**src/rtl/clig_pkg.sv**
```systemverilog
`default_nettype none
package clig_pkg;

    localparam int PAT_MAX     = 16;
    localparam int PAT_BYTES   = 16;
    localparam int PAT_IDX_W   = (PAT_MAX > 1) ? $clog2(PAT_MAX) : 1;
    localparam int CNT_W       = 24;
    localparam int LEN_W       = 5;
    localparam int CFG_DATA_W  = 64;
    localparam int CFG_IDX_W   = 2;

    localparam logic [7:0]       NEWLINE_BYTE = 8'd10;
    localparam logic [7:0]       COMMENT_BYTE = 8'd42;
    localparam logic [CNT_W-1:0] CNT_MAX      = {CNT_W{1'b1}};

    typedef enum logic [CFG_IDX_W-1:0] {
        CFG_PAT_LOW  = 2'd0,
        CFG_PAT_HIGH = 2'd1,
        CFG_PAT_LEN  = 2'd2,
        CFG_LIMIT    = 2'd3
    } t_cfg_idx;

    // pattern settings seen by the matcher
    typedef struct packed {
        logic [8*PAT_BYTES-1:0] pattern;
        logic [LEN_W-1:0]       eff_len;
    } t_match_cfg;

    // one counted line end
    typedef struct packed {
        logic valid;
        logic hit;
    } t_line_end;

    function automatic logic [7:0] fold_case(input logic [7:0] c);
        if (c >= 8'd65 && c <= 8'd90) begin
            return c + 8'd32;
        end
        return c;
    endfunction

endpackage
`default_nettype wire

```
**src/rtl/clig_char_if.sv**
```systemverilog
`default_nettype none
interface clig_char_if;
    logic       valid;
    logic       ready;
    logic [7:0] char_byte;

    modport source (output valid, output char_byte, input ready);
    modport sink   (input valid, input char_byte, output ready);
endinterface
`default_nettype wire

```
**src/rtl/clig_match_if.sv**
```systemverilog
`default_nettype none
interface clig_match_if;
    logic        valid;
    logic        ready;
    logic [23:0] line_number;
    logic        limit_reached;

    modport source (output valid, output line_number, output limit_reached, input ready);
    modport sink   (input valid, input line_number, input limit_reached, output ready);
endinterface
`default_nettype wire

```
**src/rtl/clig_front.sv**
```systemverilog
`default_nettype none
module clig_front
    import clig_pkg::*;
(
    input  wire logic       i_clk,
    input  wire logic       i_rst_n,
    input  wire t_match_cfg i_cfg,
    input  wire logic       i_valid,
    input  wire logic [7:0] i_char_byte,
    input  wire logic       i_queue_full,
    output logic            o_ready,
    output t_line_end       o_push
);

    logic [PAT_MAX-1:0] r_partial, n_partial;
    logic               r_at_start, n_at_start;
    logic               r_skip, n_skip;
    logic               r_matched, n_matched;
    logic [PAT_MAX-1:0] eq_vec;
    logic [PAT_MAX-1:0] shifted;
    logic [PAT_IDX_W-1:0] len_idx;
    logic [7:0]         fc;
    logic               accept;
    logic               skip_now;

    assign o_ready = !i_queue_full;
    assign accept  = i_valid && o_ready;
    assign fc      = fold_case(i_char_byte);
    assign len_idx = PAT_IDX_W'(i_cfg.eff_len - LEN_W'(1));

    // compare every pattern position with the folded byte at once
    always_comb begin
        for (int k = 0; k < PAT_MAX; k++) begin
            eq_vec[k] = (fold_case(8'(i_cfg.pattern >> (8 * k))) == fc);
        end
    end

    assign shifted  = PAT_MAX'({r_partial, 1'b1});
    assign skip_now = r_at_start ? (i_char_byte == COMMENT_BYTE) : r_skip;

    always_comb begin
        n_partial  = r_partial;
        n_at_start = r_at_start;
        n_skip     = r_skip;
        n_matched  = r_matched;
        o_push     = '0;
        if (accept) begin
            if (i_char_byte == NEWLINE_BYTE) begin
                o_push.valid = !r_at_start && !r_skip;
                o_push.hit   = r_matched || (i_cfg.eff_len == '0);
                n_partial    = '0;
                n_at_start   = 1'b1;
                n_skip       = 1'b0;
                n_matched    = 1'b0;
            end else begin
                n_at_start = 1'b0;
                n_skip     = skip_now;
                if (!skip_now) begin
                    n_partial = shifted & eq_vec;
                    if (i_cfg.eff_len != '0 && n_partial[len_idx]) begin
                        n_matched = 1'b1;
                    end
                end
            end
        end
    end

    always_ff @(posedge i_clk) begin
        if (!i_rst_n) begin
            r_partial  <= '0;
            r_at_start <= 1'b1;
            r_skip     <= 1'b0;
            r_matched  <= 1'b0;
        end else begin
            r_partial  <= n_partial;
            r_at_start <= n_at_start;
            r_skip     <= n_skip;
            r_matched  <= n_matched;
        end
    end

endmodule
`default_nettype wire

```
**src/rtl/clig_queue.sv**
```systemverilog
`default_nettype none
module clig_queue
    import clig_pkg::*;
(
    input  wire logic      i_clk,
    input  wire logic      i_rst_n,
    input  wire t_line_end i_push,
    input  wire logic      i_pop,
    output logic           o_full,
    output t_line_end      o_head
);

    logic [1:0] r_count, n_count;
    logic       r_wr, r_rd;
    logic       r_mem [2];

    assign o_full       = (r_count == 2'd2);
    assign o_head.valid = (r_count != 2'd0);
    assign o_head.hit   = r_mem[r_rd];

    always_comb begin
        n_count = r_count;
        if (i_push.valid && !(i_pop && o_head.valid)) begin
            n_count = r_count + 2'd1;
        end else if (!i_push.valid && i_pop && o_head.valid) begin
            n_count = r_count - 2'd1;
        end
    end

    always_ff @(posedge i_clk) begin
        if (!i_rst_n) begin
            r_count <= '0;
            r_wr    <= 1'b0;
            r_rd    <= 1'b0;
        end else begin
            r_count <= n_count;
            if (i_push.valid) begin
                r_wr <= !r_wr;
            end
            if (i_pop && o_head.valid) begin
                r_rd <= !r_rd;
            end
        end
    end

    always_ff @(posedge i_clk) begin
        if (i_push.valid) begin
            r_mem[r_wr] <= i_push.hit;
        end
    end

endmodule
`default_nettype wire

```
**src/rtl/clig_back.sv**
```systemverilog
`default_nettype none
module clig_back
    import clig_pkg::*;
(
    input  wire logic             i_clk,
    input  wire logic             i_rst_n,
    input  wire logic [CNT_W-1:0] i_match_limit,
    input  wire t_line_end        i_head,
    output logic                  o_pop,
    output logic                  o_valid,
    input  wire logic             i_ready,
    output logic [CNT_W-1:0]      o_line_number,
    output logic                  o_limit_reached
);

    logic [CNT_W-1:0] r_line_cnt, n_line_cnt;
    logic [CNT_W-1:0] r_match_cnt, n_match_cnt;
    logic             r_valid, n_valid;
    logic [CNT_W-1:0] r_line_number;
    logic             r_limit;
    logic             report;

    assign o_pop   = i_head.valid && (!r_valid || i_ready);
    assign n_line_cnt  = (r_line_cnt != CNT_MAX) ? r_line_cnt + CNT_W'(1) : r_line_cnt;
    assign n_match_cnt = r_match_cnt + CNT_W'(1);
    assign report  = o_pop && i_head.hit && (r_match_cnt < i_match_limit);

    always_comb begin
        n_valid = r_valid;
        if (report) begin
            n_valid = 1'b1;
        end else if (i_ready) begin
            n_valid = 1'b0;
        end
    end

    always_ff @(posedge i_clk) begin
        if (!i_rst_n) begin
            r_line_cnt  <= '0;
            r_match_cnt <= '0;
            r_valid     <= 1'b0;
        end else begin
            r_valid <= n_valid;
            if (o_pop) begin
                r_line_cnt <= n_line_cnt;
            end
            if (report) begin
                r_match_cnt <= n_match_cnt;
            end
        end
    end

    always_ff @(posedge i_clk) begin
        if (report) begin
            r_line_number <= n_line_cnt;
            r_limit       <= (n_match_cnt == i_match_limit);
        end
    end

    assign o_valid         = r_valid;
    assign o_line_number   = r_line_number;
    assign o_limit_reached = r_limit;

endmodule
`default_nettype wire

```
**src/rtl/case_insensitive_line_grep_unit.sv**
```systemverilog
// channel   dir  payload                         request accepted when
// i_char    in   char_byte[7:0]                  valid && ready
// o_match   out  line_number[23:0], limit_reached valid && ready
// i_cfg_*   in   idx[1:0], data[63:0]            i_cfg_we high
//
// one byte per cycle while ready; all 16 pattern positions compare at once
// a line result is registered in the line-end queue, then in the output register
// a two-entry line-end queue lets the byte side run while the result is stalled
// synchronous active-low reset; ready drops only when that queue is full
`default_nettype none
module case_insensitive_line_grep_unit
    import clig_pkg::*;
(
    input  wire logic                  i_clk,
    input  wire logic                  i_rst_n,
    clig_char_if.sink                  i_char,
    clig_match_if.source               o_match,
    input  wire logic                  i_cfg_we,
    input  wire logic [CFG_IDX_W-1:0]  i_cfg_idx,
    input  wire logic [CFG_DATA_W-1:0] i_cfg_data
);

    logic [63:0]      r_pat_low;
    logic [63:0]      r_pat_high;
    logic [LEN_W-1:0] r_pat_len;
    logic [CNT_W-1:0] r_limit;
    t_match_cfg       match_cfg;
    t_line_end        push;
    t_line_end        head;
    logic             queue_full;
    logic             pop;

    always_ff @(posedge i_clk) begin
        if (!i_rst_n) begin
            r_pat_low  <= '0;
            r_pat_high <= '0;
            r_pat_len  <= LEN_W'(1);
            r_limit    <= CNT_W'(15);
        end else if (i_cfg_we) begin
            unique case (t_cfg_idx'(i_cfg_idx))
                CFG_PAT_LOW:  r_pat_low  <= i_cfg_data[63:0];
                CFG_PAT_HIGH: r_pat_high <= i_cfg_data[63:0];
                CFG_PAT_LEN:  r_pat_len  <= i_cfg_data[LEN_W-1:0];
                CFG_LIMIT:    r_limit    <= i_cfg_data[CNT_W-1:0];
            endcase
        end
    end

    // lengths past the matcher width saturate
    assign match_cfg.pattern = {r_pat_high, r_pat_low};
    assign match_cfg.eff_len = (int'(r_pat_len) > PAT_MAX) ? LEN_W'(PAT_MAX) : r_pat_len;

    clig_front u_front (
        .i_clk        (i_clk),
        .i_rst_n      (i_rst_n),
        .i_cfg        (match_cfg),
        .i_valid      (i_char.valid),
        .i_char_byte  (i_char.char_byte),
        .i_queue_full (queue_full),
        .o_ready      (i_char.ready),
        .o_push       (push)
    );

    clig_queue u_queue (
        .i_clk   (i_clk),
        .i_rst_n (i_rst_n),
        .i_push  (push),
        .i_pop   (pop),
        .o_full  (queue_full),
        .o_head  (head)
    );

    clig_back u_back (
        .i_clk           (i_clk),
        .i_rst_n         (i_rst_n),
        .i_match_limit   (r_limit),
        .i_head          (head),
        .o_pop           (pop),
        .o_valid         (o_match.valid),
        .i_ready         (o_match.ready),
        .o_line_number   (o_match.line_number),
        .o_limit_reached (o_match.limit_reached)
    );

endmodule
`default_nettype wire
```
**src/flat_wrapper.sv**
```systemverilog
// flat-port wrapper written by rule: the top's interface ports become plain ports
module case_insensitive_line_grep_unit_flat import clig_pkg::*;
  (i_clk, i_rst_n, i_cfg_we, i_cfg_idx, i_cfg_data, i_char_valid, i_char_char_byte, i_char_ready, o_match_valid, o_match_line_number, o_match_limit_reached, o_match_ready);
  clig_char_if i_char_i ();
  clig_match_if o_match_i ();
  input  wire logic i_clk;
  input  wire logic i_rst_n;
  input  wire logic i_cfg_we;
  input  wire logic [CFG_IDX_W-1:0] i_cfg_idx;
  input  wire logic [CFG_DATA_W-1:0] i_cfg_data;
  input wire logic [$bits(i_char_i.valid)-1:0] i_char_valid;
  input wire logic [$bits(i_char_i.char_byte)-1:0] i_char_char_byte;
  output wire logic [$bits(i_char_i.ready)-1:0] i_char_ready;
  output wire logic [$bits(o_match_i.valid)-1:0] o_match_valid;
  output wire logic [$bits(o_match_i.line_number)-1:0] o_match_line_number;
  output wire logic [$bits(o_match_i.limit_reached)-1:0] o_match_limit_reached;
  input wire logic [$bits(o_match_i.ready)-1:0] o_match_ready;
  assign i_char_i.valid = i_char_valid;
  assign i_char_i.char_byte = i_char_char_byte;
  assign i_char_ready = i_char_i.ready;
  assign o_match_valid = o_match_i.valid;
  assign o_match_line_number = o_match_i.line_number;
  assign o_match_limit_reached = o_match_i.limit_reached;
  assign o_match_i.ready = o_match_ready;
  case_insensitive_line_grep_unit u_core (.i_clk(i_clk), .i_rst_n(i_rst_n), .i_char(i_char_i), .o_match(o_match_i), .i_cfg_we(i_cfg_we), .i_cfg_idx(i_cfg_idx), .i_cfg_data(i_cfg_data));
endmodule
```
**config.mk**
```make
export PLATFORM = sky130hd
export DESIGN_NAME = case_insensitive_line_grep_unit_flat
export DESIGN_NICKNAME = d
export VERILOG_FILES = /design/src/rtl/clig_pkg.sv /design/src/rtl/clig_char_if.sv /design/src/rtl/clig_match_if.sv /design/src/rtl/clig_front.sv /design/src/rtl/clig_queue.sv /design/src/rtl/clig_back.sv /design/src/rtl/case_insensitive_line_grep_unit.sv /design/src/flat_wrapper.sv
export SDC_FILE = /design/constraint.sdc
export NUM_CORES = 1
export LEC_CHECK = 0
export BUFFER_PORTS_ARGS = -buffer_cell sky130_fd_sc_hd__buf_2
export CAP_MARGIN = 30
export CORE_MARGIN = 1
export CORE_UTILIZATION = 60
export DETAILED_ROUTE_END_ITERATION = 8
export GPL_TIMING_DRIVEN = 0
export PLACE_DENSITY = 0.79
export SLEW_MARGIN = 5
export SYNTH_ARGS = -nofsm -noshare
export SYNTH_HDL_FRONTEND = slang
export SYNTH_SLANG_ARGS = --single-unit
```
**constraint.sdc**
```tcl
create_clock -name i_clk -period 5.2 [get_ports i_clk]
set_clock_uncertainty 0.2 [all_clocks]
set_input_delay 0 -clock i_clk [delete_from_list [all_inputs] [get_ports i_clk]]
set_output_delay 0 -clock i_clk [all_outputs]
set_load 0.005 [all_outputs]
```
After elaboration in Yosys (flattened, before gate mapping)
Memories as Yosys holds them, arrays and structs flattened. A register that Yosys moved wholly into a read port is not among the register bits.
Cells that the tools add are included.
{ "word_totals": {"reg_bits": 253, "ramBits": 2, "out_inout_bits": 27, "wordCells": 225, "memories": 1} }
{ "op_classes": {"n_addsub": 22, "magnitude_cmp": 37, "n_eq_ne": 25, "n_mux": 73, "bitwise": 1, "n_reduce_logical": 50} }
{ "mem_list": {"columns": ["name", "words", "word_bits", "rd", "rd_ports_with_merged_regs", "wr", "line_no", "source"], "rows": [
  ["u_core.u_queue.r_mem", 2, 1, 1, 1, 1, "clig_queue.sv:15", "logic r_mem [2];"]
]} }
{ "ops": {"columns": ["cell", "count"], "rows": [
  ["8-bit two-way mux", 34],
  ["8-bit by 6-bit adder with 8-bit output, second input constant", 17],
  ["8-bit by 7-bit greater-or-equal comparator with 1-bit output, second input constant", 17],
  ["8-bit by 7-bit <= comparator with 1-bit output, second input constant", 17],
  ["8-bit equality test", 16],
  ["24-bit by 1-bit adder with 24-bit output, second input constant", 2],
  ["1-bit two-way mux", 30],
  ["15-bit two-way mux", 2],
  ["1-bit logical AND", 27],
  ["24-bit equality test", 1],
  ["24-bit less-than comparator", 1],
  ["24-bit two-way mux", 1],
  ["24-bit != test, second input constant", 1],
  ["16-bit bitwise AND", 1],
  ["2-bit AND reduction", 5],
  ["8-bit by 4-bit equality test with 1-bit output, second input constant", 1],
  ["8-bit by 6-bit equality test with 1-bit output, second input constant", 1],
  ["1-bit zero test", 8],
  ["2-bit two-way mux", 4],
  ["2-bit nonzero test", 4],
  ["2-bit equality test, second input constant", 3],
  ["5-bit greater-than comparator, second input constant", 1],
  ["5-bit zero test", 1],
  ["4-bit by 5-bit less-than comparator with 1-bit output, second input constant", 1],
  ["other kinds (11)", 12]
]} }

Logic depth before layout (Yosys ltp)
Gate-level depths: netlist of run 1.
{ "logic_depth": {"ltp_word": 12, "ltp_mapped": 13, "depth_no_buf": 11} }

Modules after synthesis
A second synthesis of run 1 with hierarchy kept.
{ "hier_totals": {"hier_cells": 1723, "area_unflattened_um2": 15122.0} }
{ "modules_own_cells": {"columns": ["module", "instances", "cells_per_inst", "area_per_inst_um2", "seq_area_each_um2"], "rows": [
  ["case_insensitive_line_grep_unit", 1, 592, 5939.4, 3143.0],
  ["clig_back", 1, 528, 4755.8, 1731.7],
  ["clig_front", 1, 575, 4115.2, 360.3],
  ["clig_queue", 1, 28, 311.5, 160.2]
]} }

Worst setup path before layout of run 1
No wires, ideal clock.
{ "synth_timing": {"path_kind": "flip-flop to flip-flop", "from": "register u_core.r_limit[1]", "to": "register u_core.u_back.r_limit, in the netlist u_core.u_back.o_limit_reached (enable)", "setup_time_ns": 0.456, "arrival_ns": 4.007, "required_time_ns": 4.544, "path_slack_ns": 0.537, "path_stages_with_launch": 12, "path_buffers": 1, "synth_period_minus_slack_ns": 4.663, "path_cell_list": "dfxtp_1 -> inv_1 -> ha_1 -> nor2b_1 -> o21a_1 -> o21a_1 -> o21a_1 -> o21a_1 -> o211ai_1 -> a21oi_1 -> clkbuf_1 -> nor3b_1"} }
{ "synth_between": {"elab_chain_len": 2} }
{ "synth_lines": {"columns": ["element", "line_no", "source"], "rows": [
  ["from (decl)", "case_insensitive_line_grep_unit.sv:26", "logic [CNT_W-1:0] r_limit;"],
  ["from (signal assigned)", "case_insensitive_line_grep_unit.sv:44", "CFG_LIMIT: r_limit <= i_cfg_data[CNT_W-1:0];"],
  ["24-bit less-than comparator", "clig_back.sv:26", "assign report = o_pop && i_head.hit && (r_match_cnt < i_match_limit);"],
  ["1-bit logical AND", "clig_back.sv:26", null],
  ["to (signal assigned)", "clig_back.sv:56", "r_limit <= (n_match_cnt == i_match_limit);"],
  ["to (decl)", "clig_back.sv:20", "logic r_limit;"]
]} }
No other way between the ends.
A chain may end at the register's enable or synchronous reset.

Final worst setup path of run 1
{ "layout_timing": {"from": "register u_core.u_queue.r_count[0]", "to": "register u_core.u_back.r_line_number[12], in the netlist u_core.u_back.o_line_number[12] (enable)"} }
{ "layout_between": {"elab_chain_len": 4} }
{ "layout_lines": {"columns": ["element", "line_no", "source"], "rows": [
  ["from (decl)", "clig_queue.sv:13", "logic [1:0] r_count, n_count;"],
  ["from (signal assigned)", "clig_queue.sv:36", "r_count <= n_count;"],
  ["2-bit nonzero test", "clig_queue.sv:18", "assign o_head.valid = (r_count != 2'd0);"],
  ["1-bit logical AND", "clig_back.sv:23", "assign o_pop = i_head.valid && (!r_valid || i_ready);"],
  ["1-bit logical AND (2 in series)", "clig_back.sv:26", null],
  ["to (signal assigned)", "clig_back.sv:55", "r_line_number <= n_line_cnt;"],
  ["to (decl)", "clig_back.sv:19", "logic [CNT_W-1:0] r_line_number;"]
]} }
No other way between the ends.

==> results.md, run 1 <==
* Number of global-route vias before repair at 12.9k
* Via Count at ~14k
* Critical path class: reg2reg
* Synth Cell Area at between 10000 and 15000 sq um
* Ys Warns at 0
* Peak supply drop at approximately 0.00023 V
* Mapped Nets at 1911
* Synth Register Bits at ~260
* Commonest non-fill, non-tap cell in the layout: nand2_1
* Pwr Density at ~270 nW/um^2
* Slew Limit Headroom at 0.256
* Avg Inst Size Synth at approximately 8.2 sq um
* RSZ-0062 raised after global routing: no
* CP Capture Type: flop
* GR Util met1 at 0.403
* TritonCTS clock tree: built
* Clock sink count at 256
* Starting Density at 0.619
* DP HPWL at around 29000 um
* GR met2 Demand/Resource at 0.558
* Final hold vios at 0
* CTS buffer count at 28
* Async S/R FF share, synth at 0
* Avg WL per Cell at ~18 um
* Clock transition at path regs at approximately 0.060 ns
* RePlAce Congestion at between 0.9 and 1
* Max-slew violation count at 0
* Critical path data arrival time at ~4.1 ns
* Commonest non-fill, non-tap cells in the layout: nand2_1, dfxtp_1, a21boi_0
* Most Used Layer, Global Route: met2
* Final ANT Viol Nets at 0
* Mapped Cells at between 1.5k and 2k
* Site Rows at 56
* Die area at about 25000 sq um
* Fmax at around 250 MHz
* Area growth, synth to finish at 18.3%
* Synth unique cells at 73
* Hold wc startpoint: i_cfg_data[60]
* Total global-route track usage at 0.329
* Slowest-stage cell, CP: nor3b_2
* Final TNS setup at 0 ns
* Met3 Resource Use GR at 0.0512
* DRC Markers at 0
* Clk root buf: clkbuf_16
* First-pass GRT wire length at between 60000 and 70000 um
* Detailed router's first-iteration violation count at between 900 and 1k
* Leak at 6.71 nW
* HP Class: in2reg
* Total wire length at around 41000 um
* DR pass1 iterations at 5
* Fin crit period at approximately 4.0 ns
* Max incr delay on CP at approximately 0.60 ns
* Fin util at 0.733
* Core area at about 24000 sq um
* Final setup vio count at 0
* Longest Clk Path Bufs at 3
* Reg-to-Reg Start: u_core.u_queue.r_count[0]
* Initial antenna violation count at 1
* Die Y-Extent at approximately 160 um
* CTS resizes at 0
* Type of origin of the critical path: flop
* CTS H-tree depth at 1
* Status: complete, no violations
* Largest net degree at the start of global routing at 15
* Nets@finish at between 2k and 2.5k
* Gr ovfl total at 0
* Post-synthesis sequential area ratio at 0.367
* # IOs at between 100 and 150
* Chip Width at about 160 um
* Postcts setup bufs at 0
* Worst-margin pin slew at between 1 and 1.5 ns
* Port buffer count at slightly below 100
* Critical Path RT at 5.25 ns
* CP startpoint: u_core.u_queue.r_count[0]
* Max cap viols at 0
* Drt via density at a little under 6
* Layout cell share with drive strength beyond 1 at 0.0870
* Number of flops mapped to enable cells by yosys at 27
* Clock Latency Late Sink at approximately 0.56 ns
* CP Max Fanout at 14
* Period utilisation layout at 0.769
* Worst-path cell chain: clkbuf_1, o21ai_1, a2111oi_0, o21ai_0, nor2_1, clkbuf_1, nor3b_2, buf_4, buf_4
* Synth Flop Type: dfxtp_1
[synthesized netlist by cell type, types with 4 or more instances]
cell type,count,area share
xnor2_1,105,0.063
o2111ai_1,4,0.0024
a211oi_1,4,0.0020
nand3b_1,5,0.0026
nor4_1,21,0.0089
o31ai_1,7,0.0036
or4_1,7,0.0036
buf_2,6,0.0020
nor3_1,47,0.016
nand3_1,43,0.015
nand4_1,26,0.011
nor2b_1,21,0.0089
mux2i_1,16,0.011
nor3b_1,7,0.0036
nand2b_1,26,0.011
o21a_1,14,0.0071
edfxtp_1,27,0.055
o41ai_1,14,0.0083
o32ai_1,7,0.0042
inv_1,44,0.011
o21ai_0,26,0.0088
a2bb2oi_1,6,0.0036
nand2_1,409,0.10
o311ai_0,14,0.0083
clkbuf_1,80,0.020
a221oi_1,8,0.0048
o211ai_1,11,0.0056
a21boi_0,162,0.083
or2_2,4,0.0017
a21oi_1,44,0.015
ha_1,45,0.038
or3_1,9,0.0038
nor2_1,55,0.014
and3_1,29,0.012
and2_1,31,0.013
dfxtp_1,229,0.31
a21o_1,15,0.0077
buf_1,12,0.0031
nor4b_1,5,0.0030
xor2_1,85,0.051
a31oi_1,7,0.0030
[worst max-delay path, delay by kind of cell, from the launching register on]
family / cells / cell delay (ns)
and+or+nand+nor: 2 / 1.05
AOI/OAI and AO/OA: 3 / 0.96
DFF: 1 / 0.30
buffers and inverters: 4 / 1.18
[where the power goes]
part	internal, mW	switching (mW)
Clock	1.16	0.842
Combinational	0.226	0.298
Sequential	2.04	0.0543
[final timing paths]
path	endpoint	slack (ns)	depth (start not counted)
hold reg to reg	u_core.u_front.r_partial[9]	0.25	2
hold / removal	u_core.r_pat_high[60]	0.05	4
setup / recovery	u_core.u_back.o_line_number[12]	1.20	9
setup reg to reg	u_core.u_back.o_line_number[12]	1.20	9
[stage by stage]
stage               hold WS (ns)  worst slack, ns  power [mW]  cell area, sq um  cells
finish                    0.0495             1.20        4.62             17400   2343
global route              0.0619             1.13        4.76             17400   2342
CTS                       0.0433             1.31        4.61             17400   2341
detailed placement        0.0713             1.35        2.59             15600   2208
global placement          0.0653           -0.857        2.57             15600   2205
floorplan                -0.0760            0.537        2.43             14700   1787
[metal layers]
metal / wire (um) / share of wire
met1: 17300 / 0.42
met2: 19300 / 0.46
met3: 2840 / 0.069
met4: 2070 / 0.050
met5: 0 / 0
[registers in the layout (all words and copies together) (netlist names), 5 cells and up, named ones only]
| register | count |
|---|---|
| u_core.r_limit | 24 |
| u_core.r_pat_high | 64 |
| u_core.u_back.o_line_number | 24 |
| u_core.r_pat_len | 5 |
| u_core.r_pat_low | 64 |
| u_core.u_back.r_match_cnt | 24 |
| u_core.u_back.r_line_cnt | 24 |
| u_core.u_front.r_partial | 15 |
[cell families (layout without fill, tap and decap cells)]
logic type,count (synthesis),count (layout),synth area share
AOI/OAI and AO/OA,375,375,0.189
xor gates and xnor gates,190,190,0.113
adders and majority gates,45,45,0.0383
buffers and inverters,148,384,0.0406
DFF,256,256,0.367
muxes,19,19,0.0139
other,0,1,0
and+or+nand+nor,754,754,0.239
[cell type report]
cell class,count,area (sq um)
Clock inverter,9,92.6
Sequential cell,256,5400
Fill cell,1812,6340
Buffer,104,432
Timing Repair Buffer,185,1360
Antenna cell,1,2.50
Tap cell,319,399
Clock buffer,42,835
Multi-Input combinational cell,1383,8730
Inverter,44,165
[timing repair]
action | 4_1_cts | 5_1_grt
endpoints found under the setup margin | 0 | 0
endpoints found under the hold margin | 171 | 0
hold buffers | 82 | 0
Note: power is estimated with default switching activity, not from simulation.
==> run 2, diff against run 1 <==
clock period = 3.8 ns   (was 5.2 ns; I/O delays follow)
==> results.md, run 2 (synthesis results as in run 1) <==
* Largest regs: u_core.r_pat_high (64), u_core.r_pat_low (64)
* Clock transition at path regs at 0.06 ns (about the same)
* Clock sink count at 256 (unchanged)
* Core area at 23800 sq um (unchanged)
* Longest Clk Path Bufs at 3 (unchanged)
* Slew Limit Headroom at 0.312 (+0.0562)
* DRC Markers at 0 (unchanged)
* Final setup vio count at 0 (unchanged)
* Max cap viols at 0 (unchanged)
* TritonCTS clock tree: built
* Starting Density at 0.619 (unchanged)
* Critical Path RT at 4.01 ns (-1.24 ns)
* Period utilisation layout at 0.950 (+0.181)
* Final ANT Viol Nets at 0 (unchanged)
* Fin util at 0.734 (+0.00137)
* Nets@finish at 2127 (+0.047%)
* Fin crit period at 3.61 ns (-0.390 ns)
* Commonest non-fill, non-tap cell in the layout: nand2_1
* Placed cells at 2207 (-0.045%)
* DR pass1 iterations at 6 (+1)
* Gr ovfl total at 0 (unchanged)
* CP Max Fanout at 10 (-4)
* Chip Width at 159 um (unchanged)
* Antenna diode count at 0 (-1)
* Die Y-Extent at 159 um (unchanged)
* Die area at 25200 sq um (unchanged)
* Total global-route track usage at 0.336 (+0.00694)
* RePlAce Congestion at 0.922 (-0.88%)
* Max-slew violation count at 0 (unchanged)
* First-pass GRT wire length at 66000 um (+1.2%)
* Largest net degree at the start of global routing at 21 (+6)
* Critical path data arrival time at 3.82 ns (-0.23 ns)
* Avg WL per Cell at 17.8 um (+0.36%)
* Final hold vios at 0 (unchanged)
* Register area at 5400 sq um (unchanged)
* CTS buffer count at 29 (+3.6%)
* RSZ-0062 raised after global routing: no
* Number of global-route vias before repair at 13.1k (+1.2%)
* DP HPWL at 29200 um (+1.5%)
* Status: complete, no violations
* Port buffer count at 99 (unchanged)
* Finished Layout Cells at 2341 (-0.085%)
* Detailed router's first-iteration violation count at 970 (-1.1%)
* HP Class: in2reg
* Pwr Density at 367 nW/um^2 (+38%)
* # fillers at 1799 (-0.72%)
* Critical path class: reg2reg
* Peak supply drop at 0.000328 V (+42%)
* Area growth, synth to finish at 18.5%
* CTS H-tree depth at 1 (unchanged)
* Layout cell share with drive strength beyond 1 at 0.0880 (+0.00103)
* Clock Latency Late Sink at 0.55 ns (about the same)
* Total wire length at 41600 um (+0.27%)
* Clk root buf: clkbuf_16
* Via Count at 13.7k (-0.65%)
* Drt via density at 5.85 (-0.57%)
* # IOs at 106 (unchanged)
* Multi-input logic area at 8730 sq um (+0.10%)
* Worst-margin pin slew at 1.03 ns (-0.0843 ns)
* Leak at 6.73 nW (+0.38%)
* Type of origin of the critical path: flop
* Fmax at 277 MHz (+11%)
* Initial antenna violation count at 0 (-1)
* CP Capture Type: flop
* Commonest non-fill, non-tap cells in the layout: nand2_1, dfxtp_1, a21boi_0
* Site Rows at 56 (unchanged)
-- run 2: changes by cell type in the layout (fill, tap and decap cells not counted), sizes merged --
cell and change:
clkbuf -7, clkinv +5, clkinvlp -3, bufinv +2, inv +2, buf +1
diode -1, dlygate4sd3 -1
-- run 2: critical path: stages (launching register included) --
cell and delay (ns):
dfxtp_1 0.32, clkbuf_1 0.23, o21ai_1 0.30, a2111oi_0 0.58
o21ai_0 0.21, nor2_2 0.33, clkbuf_2 0.30, buf_1 0.36
nand2_1 0.13, o311ai_0 0.37, o41ai_1 0.13
-- run 2: cell type report --
| cell class | instances | share of cell area |
|---|---|---|
| multi-input cells | 1383 | 0.501 |
| flip-flops and latches | 256 | 0.309 |
| repair buffers | 185 | 0.0783 |
| clock buffers | 35 | 0.0452 |
| plain buffers | 104 | 0.0248 |
| well taps | 319 | 0.0229 |
| inverters | 44 | 0.00947 |
| clock inverters | 15 | 0.00911 |
-- run 2: layer usage --
metal,vias up,share of wire,track usage,wire length [um]
met5,-,0,0,0
met4,0,0.060,0.198,2480
met3,158,0.063,0.0471,2630
met2,503,0.47,0.572,19400
met1,6397,0.41,0.404,17000
li1,6642,-,-,-
-- run 2: path summary, 6_finish.rpt --
path	startpoint	end	slack, ns	depth (start not counted)
max	u_core.u_queue.r_count[0]	u_core.u_back.r_match_cnt[17]	0.19	10
max reg2reg	u_core.u_queue.r_count[0]	u_core.u_back.r_match_cnt[17]	0.19	10
min reg2reg	u_core.u_front.r_partial[9]	u_core.u_front.r_partial[9]	0.26	2
min	i_char_char_byte[7]	u_core.u_front.r_partial[7]	0.05	6
-- run 2: metrics by stage --
stage               hold slack [ns]  setup WS [ns]  setup TNS, ns  instance area [sq um]  power [mW]
global route                 0.0497         0.0187              0                  17400        6.59
detailed placement           0.0696         0.0529              0                  15600        3.55
floorplan                   -0.0760          0.152              0                  14700        3.32
finish                       0.0465          0.190              0                  17400        6.40
CTS                          0.0234         0.0717              0                  17400        6.39
global placement             0.0619         -0.788         -21.75                  15600        3.52
-- run 2: where the power goes --
part	switching (mW)	internal [mW]
logic	0.405	0.309
clock network	1.16	1.67
registers	0.0747	2.79
-- run 2: what timing repair did --
action	CTS	global route
hold buffers	81	0
endpoints found under the hold margin	171	0
gates resized for setup	0	3
setup endpoints to repair	19	10
setup buffers	2	0
